### src/rtl/frt_pkg.sv
// ----------------------------------------------------------------------------
// frt_pkg
// Shared widths, defaults and the table entry layout of the frame reassembly
// tracker.
// ----------------------------------------------------------------------------
package frt_pkg;

  localparam int unsigned TableEntriesDef = 16;

  localparam int unsigned IdW   = 32;
  localparam int unsigned LenW  = 24;
  localparam int unsigned FragW = 16;

  // Stream widths: input fields fill 9 bytes, output data pads to 8 bytes.
  localparam int unsigned SDataW = IdW + LenW + FragW;
  localparam int unsigned MDataW = 64;
  localparam int unsigned MUserW = 2;

  localparam logic [LenW-1:0] LenMax = '1;

  typedef struct packed {
    logic [IdW-1:0]  frame_id;
    logic [LenW-1:0] length;
    logic [LenW-1:0] bytes_seen;
  } entry_t;

  localparam int unsigned EntryW = $bits(entry_t);

endpackage

### src/rtl/frt_ram.sv
// ----------------------------------------------------------------------------
// frt_ram
// Simple dual-port RAM: one write port, one read port with registered data.
// ----------------------------------------------------------------------------
module frt_ram #(
  parameter int unsigned Width = 8,
  parameter int unsigned Depth = 16,
  localparam int unsigned AddrW = (Depth > 1) ? $clog2(Depth) : 1
) (
  input  logic             clk_i,
  input  logic             we_i,
  input  logic [AddrW-1:0] waddr_i,
  input  logic [Width-1:0] wdata_i,
  input  logic [AddrW-1:0] raddr_i,
  output logic [Width-1:0] rdata_o
);

  logic [Width-1:0] mem_q [Depth];
  logic [Width-1:0] rdata_q;

  always_ff @(posedge clk_i) begin
    if (we_i) begin
      mem_q[waddr_i] <= wdata_i;
    end
    rdata_q <= mem_q[raddr_i];
  end

  assign rdata_o = rdata_q;

endmodule

### src/rtl/frame_reassembly_tracker.sv
// ----------------------------------------------------------------------------
// frame_reassembly_tracker
// Per-fragment byte counting over a table of open frames held in one RAM.
// ----------------------------------------------------------------------------
// Timing: the input transfer starts a walk over the table, and a hit in entry k ends
//   it early; the result register is then loaded once the sink has freed it.
// Flow: the input stays closed until that load, so a new fragment is not taken
//   before the last is through; the walk through the single RAM read port sets the pace.
// Reset: valid bits clear at once; RAM contents are not reset and need no clearing
//   pass, an entry's word only counts while its valid bit is set.
module frame_reassembly_tracker #(
  parameter int unsigned TableEntries = frt_pkg::TableEntriesDef
) (
  input  logic                        clk_i,
  input  logic                        rst_ni,
  // Fragment in.
  input  logic                        s_axis_tvalid,
  output logic                        s_axis_tready,
  // [31:0] frame_id, [55:32] total_length, [71:56] fragment_bytes
  input  logic [frt_pkg::SDataW-1:0]  s_axis_tdata,
  // Result out.
  output logic                        m_axis_tvalid,
  input  logic                        m_axis_tready,
  // [31:0] done_frame_id, [55:32] done_length, [63:56] zero
  output logic [frt_pkg::MDataW-1:0]  m_axis_tdata,
  // [0] frame_complete, [1] table_full_drop
  output logic [frt_pkg::MUserW-1:0]  m_axis_tuser
);

  localparam int unsigned IdW   = frt_pkg::IdW;
  localparam int unsigned LenW  = frt_pkg::LenW;
  localparam int unsigned FragW = frt_pkg::FragW;
  localparam int unsigned IdxW  = (TableEntries > 1) ? $clog2(TableEntries) : 1;
  localparam logic [IdxW-1:0] LastIdx = IdxW'(TableEntries - 1);

  // Idle waits for a fragment, scan walks the table one entry per cycle,
  // update writes back the touched entry, if any, and loads the result register.
  typedef enum logic [1:0] {
    StIdle,
    StScan,
    StUpdate
  } state_e;

  state_e                 state_q, state_d;
  logic [TableEntries-1:0] valid_q, valid_d;
  logic [IdxW-1:0]        chk_q, chk_d;
  logic                   hit_q, hit_d;
  logic                   free_q, free_d;
  logic                   m_valid_q, m_valid_d;

  // Fragment held for the duration of the walk.
  logic [IdW-1:0]         id_q, id_d;
  logic [LenW-1:0]        len_q, len_d;
  logic [FragW-1:0]       frag_q, frag_d;
  // Matching entry, captured as it streams out of the RAM.
  logic [IdxW-1:0]        hit_idx_q, hit_idx_d;
  logic [LenW-1:0]        hit_len_q, hit_len_d;
  logic [LenW-1:0]        hit_bytes_q, hit_bytes_d;
  logic [IdxW-1:0]        free_idx_q, free_idx_d;
  // Result register.
  logic                   m_complete_q, m_complete_d;
  logic                   m_drop_q, m_drop_d;
  logic [IdW-1:0]         m_id_q, m_id_d;
  logic [LenW-1:0]        m_len_q, m_len_d;

  // RAM port signals.
  logic                   ram_we;
  logic [IdxW-1:0]        ram_waddr;
  frt_pkg::entry_t        ram_wdata;
  logic [IdxW-1:0]        ram_raddr;
  logic [frt_pkg::EntryW-1:0] ram_rdata;

  frt_pkg::entry_t        rd_entry;
  logic                   in_xfer;
  logic                   live;
  logic                   match;
  logic                   out_free;
  logic [LenW:0]          sum_full;
  logic [LenW-1:0]        sum_sat;
  logic [LenW-1:0]        frag_ext;

  frt_ram #(
    .Width(frt_pkg::EntryW),
    .Depth(TableEntries)
  ) u_table (
    .clk_i  (clk_i),
    .we_i   (ram_we),
    .waddr_i(ram_waddr),
    .wdata_i(ram_wdata),
    .raddr_i(ram_raddr),
    .rdata_o(ram_rdata)
  );

  assign s_axis_tready = (state_q == StIdle);
  assign in_xfer       = s_axis_tvalid && s_axis_tready;

  // The RAM word for entry chk_q is on the read port during the scan.
  assign rd_entry = frt_pkg::entry_t'(ram_rdata);
  assign live     = valid_q[chk_q];
  assign match    = live && (rd_entry.frame_id == id_q);

  // Running count with saturation at the largest length.
  assign frag_ext = {{(LenW - FragW){1'b0}}, frag_q};
  assign sum_full = {1'b0, hit_bytes_q} + {1'b0, frag_ext};
  assign sum_sat  = sum_full[LenW] ? frt_pkg::LenMax : sum_full[LenW-1:0];

  // The result register may be reloaded once its current transfer completes.
  assign out_free = !m_valid_q || m_axis_tready;

  always_comb begin
    state_d      = state_q;
    valid_d      = valid_q;
    chk_d        = chk_q;
    hit_d        = hit_q;
    free_d       = free_q;
    m_valid_d    = m_valid_q;
    id_d         = id_q;
    len_d        = len_q;
    frag_d       = frag_q;
    hit_idx_d    = hit_idx_q;
    hit_len_d    = hit_len_q;
    hit_bytes_d  = hit_bytes_q;
    free_idx_d   = free_idx_q;
    m_complete_d = m_complete_q;
    m_drop_d     = m_drop_q;
    m_id_d       = m_id_q;
    m_len_d      = m_len_q;

    ram_we    = 1'b0;
    ram_waddr = hit_idx_q;
    ram_wdata = '{frame_id: id_q, length: hit_len_q, bytes_seen: sum_sat};
    ram_raddr = '0;

    // Drop the result once the sink takes it.
    if (m_axis_tready) begin
      m_valid_d = 1'b0;
    end

    case (state_q)
      StIdle: begin
        // Start the walk: entry 0 is read in the transfer cycle.
        if (in_xfer) begin
          id_d    = s_axis_tdata[IdW-1:0];
          len_d   = s_axis_tdata[IdW +: LenW];
          frag_d  = s_axis_tdata[IdW+LenW +: FragW];
          chk_d   = '0;
          hit_d   = 1'b0;
          free_d  = 1'b0;
          state_d = StScan;
        end
      end

      StScan: begin
        // Prefetch the next entry while checking this one.
        ram_raddr = (chk_q == LastIdx) ? '0 : chk_q + 1'b1;
        if (match) begin
          // Lowest matching entry wins; stop the walk here.
          hit_d       = 1'b1;
          hit_idx_d   = chk_q;
          hit_len_d   = rd_entry.length;
          hit_bytes_d = rd_entry.bytes_seen;
          state_d     = StUpdate;
        end else begin
          if (!live && !free_q) begin
            free_d     = 1'b1;
            free_idx_d = chk_q;
          end
          if (chk_q == LastIdx) begin
            state_d = StUpdate;
          end else begin
            chk_d = chk_q + 1'b1;
          end
        end
      end

      StUpdate: begin
        // Hold until the result register is free.
        if (out_free) begin
          m_valid_d    = 1'b1;
          m_complete_d = 1'b0;
          m_drop_d     = 1'b0;
          m_id_d       = '0;
          m_len_d      = '0;
          state_d      = StIdle;
          if (hit_q) begin
            // Open frame: add the bytes, free the entry when the count lands.
            ram_we    = 1'b1;
            ram_waddr = hit_idx_q;
            if (sum_sat == hit_len_q) begin
              valid_d[hit_idx_q] = 1'b0;
              m_complete_d       = 1'b1;
              m_id_d             = id_q;
              m_len_d            = hit_len_q;
            end
          end else if (frag_ext == len_q) begin
            // Whole frame in one fragment: report, take no entry.
            m_complete_d = 1'b1;
            m_id_d       = id_q;
            m_len_d      = len_q;
          end else if (!free_q) begin
            m_drop_d = 1'b1;
          end else begin
            // Open a new entry in the lowest free slot.
            ram_we              = 1'b1;
            ram_waddr           = free_idx_q;
            ram_wdata           = '{frame_id: id_q, length: len_q, bytes_seen: frag_ext};
            valid_d[free_idx_q] = 1'b1;
          end
        end
      end

      default: begin
        state_d = StIdle;
      end
    endcase
  end

  always_ff @(posedge clk_i or negedge rst_ni) begin
    if (!rst_ni) begin
      state_q   <= StIdle;
      valid_q   <= '0;
      chk_q     <= '0;
      hit_q     <= 1'b0;
      free_q    <= 1'b0;
      m_valid_q <= 1'b0;
    end else begin
      state_q   <= state_d;
      valid_q   <= valid_d;
      chk_q     <= chk_d;
      hit_q     <= hit_d;
      free_q    <= free_d;
      m_valid_q <= m_valid_d;
    end
  end

  always_ff @(posedge clk_i) begin
    id_q         <= id_d;
    len_q        <= len_d;
    frag_q       <= frag_d;
    hit_idx_q    <= hit_idx_d;
    hit_len_q    <= hit_len_d;
    hit_bytes_q  <= hit_bytes_d;
    free_idx_q   <= free_idx_d;
    m_complete_q <= m_complete_d;
    m_drop_q     <= m_drop_d;
    m_id_q       <= m_id_d;
    m_len_q      <= m_len_d;
  end

  assign m_axis_tvalid = m_valid_q;
  assign m_axis_tdata  = {{(frt_pkg::MDataW - IdW - LenW){1'b0}}, m_len_q, m_id_q};
  assign m_axis_tuser  = {m_drop_q, m_complete_q};

`ifndef SYNTHESIS
  // One fragment at a time: a transfer closes the input until the result is loaded.
  a_one_in_flight: assert property (@(posedge clk_i) disable iff (!rst_ni)
    s_axis_tvalid && s_axis_tready |=> !s_axis_tready)
    else $error("input accepted while a fragment is in progress");

  // At most one entry opens per fragment.
  a_valid_growth: assert property (@(posedge clk_i) disable iff (!rst_ni)
    $countones(valid_q) <= $past($countones(valid_q)) + 1)
    else $error("more than one table entry opened at once");

  // A completed frame and a drop never come together.
  a_complete_xor_drop: assert property (@(posedge clk_i) disable iff (!rst_ni)
    m_axis_tvalid |-> !(m_axis_tuser[0] && m_axis_tuser[1]))
    else $error("result flags both complete and drop");

  // Frame number and length read as zero unless a frame completed.
  a_zero_when_open: assert property (@(posedge clk_i) disable iff (!rst_ni)
    m_axis_tvalid && !m_axis_tuser[0] |-> m_axis_tdata == '0)
    else $error("result data not zero without completion");
`endif

endmodule

### config.mk
export PLATFORM = sky130hd
export DESIGN_NAME = frame_reassembly_tracker
export DESIGN_NICKNAME = d
export VERILOG_FILES = /design/src/rtl/frt_pkg.sv /design/src/rtl/frt_ram.sv /design/src/rtl/frame_reassembly_tracker.sv
export SDC_FILE = /design/constraint.sdc
export NUM_CORES = 2
export LEC_CHECK = 0
export ABC_AREA = 1
export ABC_CLOCK_PERIOD_IN_PS = 7300
export BUFFER_PORTS_ARGS = -buffer_cell sky130_fd_sc_hd__buf_2
export CAP_MARGIN = 20
export CORE_ASPECT_RATIO = 0.75
export CORE_MARGIN = 2
export CORE_UTILIZATION = 45
export DETAILED_ROUTE_END_ITERATION = 10
export PLACE_DENSITY = 0.7
export SLEW_MARGIN = 20
export SYNTH_ARGS = -nofsm -noshare
export SYNTH_HDL_FRONTEND = slang
export SYNTH_SLANG_ARGS = --single-unit
### constraint.sdc
create_clock -name clk_i -period 7.3 [get_ports clk_i]
set_input_delay 0 -clock clk_i [delete_from_list [all_inputs] [get_ports clk_i]]
set_output_delay 0 -clock clk_i [all_outputs]
set_load 0.005 [all_outputs]
==> impl_metrics.env <==
export IMPL_cts_resized=0
export IMPL_syn_to_final_growth_pct=15.5
export IMPL_start_util_pct=45.2
export IMPL_drv_cap=0
export IMPL_vias=39900
export IMPL_setup_tns_ns=0
export IMPL_io_buffers=135
export IMPL_fin_skew_ns=0.0465
export IMPL_outcome="completed"
export IMPL_synth_area_um2=62300
export IMPL_async_reset_ff_share_pct=1.59
export IMPL_core_um2=138000
export IMPL_grt_max_degree=196
export IMPL_synth_cell_types=50
export IMPL_cts_hold_buf=144
export IMPL_nNetsFinal=5069
export IMPL_final_core_util_pct=52.2
export IMPL_nFillCells=11300
export IMPL_grtUsageTotal_pct=23.2
export IMPL_tightest_slew_ns=1.19
export IMPL_slew_violations=0
export IMPL_cts_tree="built"
export IMPL_path_class="flop to flop"
export IMPL_setup_worst_path_end_class="flop"
export IMPL_max_slew_margin_rel_pct=20.4
export IMPL_whs_ns=0.0405
export IMPL_yosys_register_bits=1571
export IMPL_fin_crit_sh_pct=65.3
export IMPL_hold_viol_final=0
export IMPL_wl_per_cell_um=23.9
export IMPL_gp_congestion=0.908
export IMPL_rsz0062_at_grt="false"
export IMPL_synth_edff_count=1466
export IMPL_ios=144
export IMPL_p_per_area_nw_per_um2=361
export IMPL_vdd_drop_max_mv=0.502
export IMPL_postPlaceCellArea_um2=65500
export IMPL_power_leakage_nw=25.2
export IMPL_finalWorstSetupSlack_ns=2.53
export IMPL_grt_pass1_wl_mm=246
export IMPL_cts_sinks=1571
export IMPL_grt_pass1_vias=37300
export IMPL_arrival_ns=5.29
export IMPL_critPathRequiredTime_ns=7.82
export IMPL_syn_inst=4703
export IMPL_root_buffer="clkbuf_16"
export IMPL_clk_pin_slew_ns=0.06
export IMPL_switchingPower_mw=8.66
export IMPL_ys_top_cells_by_area="edfxtp_1 71%, nor2_1 4.6%, o21ai_0 4.4%"
export IMPL_rows=118
export IMPL_avgSynthCellArea_um2=13.3
export IMPL_synth_flop_cell="edfxtp_1"
export IMPL_cts_buffer_depth=3
export IMPL_dpl_hpwl_mm=92.5
export IMPL_period_minus_slack_ns=4.77
export IMPL_insertion_delay_ns=0.79
export IMPL_crit_path_start_kind="flop"
export IMPL_p_int_mw=17.3
export IMPL_synth_top_area_share_pct=70.6
export IMPL_seq_power_share_pct=43.6
export IMPL_instances_no_fill=6963
export IMPL_p_total_mw=26.0
export IMPL_n_antenna_cell=0
export IMPL_fmax_mhz=210
export IMPL_drtIter0Drc=5077
export IMPL_stdcell_area_um2=72000
export IMPL_htreeDepth=4
export IMPL_dieArea_um2=142000
export IMPL_finalSetupViolations=0
export IMPL_first_pass_iters=5
export IMPL_numCtsBuffers=150
export IMPL_swShare_pct=33.3
export IMPL_crit_fanout=55
export IMPL_dp_cells=6537
export IMPL_pre_cts_ws_ns=2.59
export IMPL_die_y_um=326
export IMPL_yosysSeqAreaShare_pct=74.2
export IMPL_vias_per_cell=5.73
export IMPL_ys_warn_count=0
export IMPL_gr_total_overflow=0
export IMPL_grt_antenna_before_repair=2
export IMPL_ant_nets=0
export IMPL_totalWireLength_mm=167
export IMPL_drc=0
export IMPL_cts_setup_buffers=0
export IMPL_die_x_um=434
export IMPL_netlist_top_cell_by_area="edfxtp_1"
export IMPL_pwr_share_clk_pct=30.1
export IMPL_hp_class="input port to flop"
export IMPL_drive_gt1_share_pct=11.1
export IMPL_combPwrFrac_pct=26.3
## layer usage
metal	vias up	routed length (um)	GRT usage, %
met5	-	0	0
met4	0	4530	7.09
met3	269	14400	4.11
met2	1855	74200	34.1
met1	19900	73700	35.1
li1	17900	-	-
## critical path, stage by stage (launching register included)
cell and delay (ns):
edfxtp_1 0.44, ha_1 0.29, fa_1 0.50, nand3_1 0.15, nand3_2 0.12, nand2_1 0.10
nand2_1 0.08, nand2_1 0.11, nand2_2 0.10, nand2_4 0.46, nand2_1 0.19, xor2_1 0.18
nand2_1 0.07, nor2_1 0.04, nand2_1 0.13, nor2_4 0.07, nand3_4 0.31, nand2_4 0.11
inv_4 0.40, buf_4 0.53, nor2_1 0.07
## cell usage after synthesis, types with 3 or more instances
cell type,number
xor2_1,13
o21ai_1,17
nand2_1,412
nor2_4,30
a21oi_1,7
dfxtp_1,80
o221ai_1,161
nor2_2,5
buf_2,25
dfrtp_1,25
o2111ai_1,4
clkbuf_1,228
ha_1,17
mux2i_1,160
inv_2,9
edfxtp_1,1466
buf_4,12
inv_1,179
or2_2,8
nand2_2,4
nor3_1,144
nor2_1,765
o211ai_1,3
o22ai_1,161
nand2_4,4
buf_6,4
nor4_1,8
xnor2_1,24
nand3_1,93
buf_1,11
nand4_1,24
o21ai_0,551
o32ai_1,19
a31oi_1,11
## registers in the layout, indices dropped and copies added, names as in the netlist
| name | flops |
|---|---|
| u_table.rdata_o | 80 |
| m_id_q | 32 |
| hit_len_q | 24 |
| frag_q | 16 |
| free_q | 1 |
| valid_q | 16 |
| m_axis_tvalid | 1 |
| state_q | 2 |
| hit_idx_q | 4 |
| chk_q | 4 |
| m_complete_q | 1 |
| hit_bytes_q | 24 |
| m_len_q | 24 |
| u_table.mem_q | 1280 |
| id_q | 32 |
| len_q | 24 |
| hit_q | 1 |
| m_drop_q | 1 |
| free_idx_q | 4 |
## power by group through the flow
stage	Combinational [mW]	Sequential, mW	Clock, mW
floorplan	4.48	11.3	0
global placement	6.58	11.5	0
detailed placement	6.66	11.5	0
CTS	6.77	11.3	7.90
global route	7.47	11.4	8.25
finish	6.84	11.3	7.81
## cell type report
type	count	area (um^2)	area share (%)
clock buffer	213	4230	5.87
clock inverter	67	722	1.00
sequential	1571	46200	64.3
inverter	190	737	1.02
multi-input combinational	2666	14400	20.0
timing repair buffer	396	3320	4.61
tap	1860	2330	3.23
## cells by family after synthesis
kind of cell	count (synthesis)	share of synthesized area (%)
compound gates	939	9.03
mux	160	2.57
simple gates	1504	10.2
flops	1571	74.2
xor+xnor	37	0.520
fa+ha+maj	18	0.373
other cells	1	0.00602
buf+inv	473	3.09
## worst paths after layout
kind                                       to  slack (ns)  depth (start not counted)                start
max in group asynchronous         valid_q[13]        6.89                          4               rst_ni
worst max-delay path               m_id_q[31]        2.53                         20            frag_q[0]
worst min-delay path                 len_q[5]        0.04                          2     s_axis_tdata[37]
min in group asynchronous       m_axis_tvalid        0.24                          4               rst_ni
worst min register to register  hit_len_q[10]        0.41                          0  u_table.rdata_o[34]
worst max register to register     m_id_q[31]        2.53                         20            frag_q[0]
## cell usage in the layout, fill, tap and decap left out, drive strengths merged
master          n
edfxtp       1466
or2             8
nand3          95
bufinv          9
ha             17
o21ai         568
dfrtp          25
nand4          24
fa              1
conb            8
and2            1
xnor2          24
buf           253
o211ai          3
clkinv         48
nor3          145
o21bai          1
nand3b          2
a31oi          11
nor4            8
clkinvlp        4
clkbuf        213
nor3b           1
inv           196
o31ai           1
mux2i         160
o221ai        161
nand2         420
dlygate4sd3   143
o32ai          19
xor2           13
dfxtp          80
a21boi          1
o2111ai         4
o22ai         161
nor2          800
a21oi           9
No activity file was read; power rests on OpenSTA's default activity.
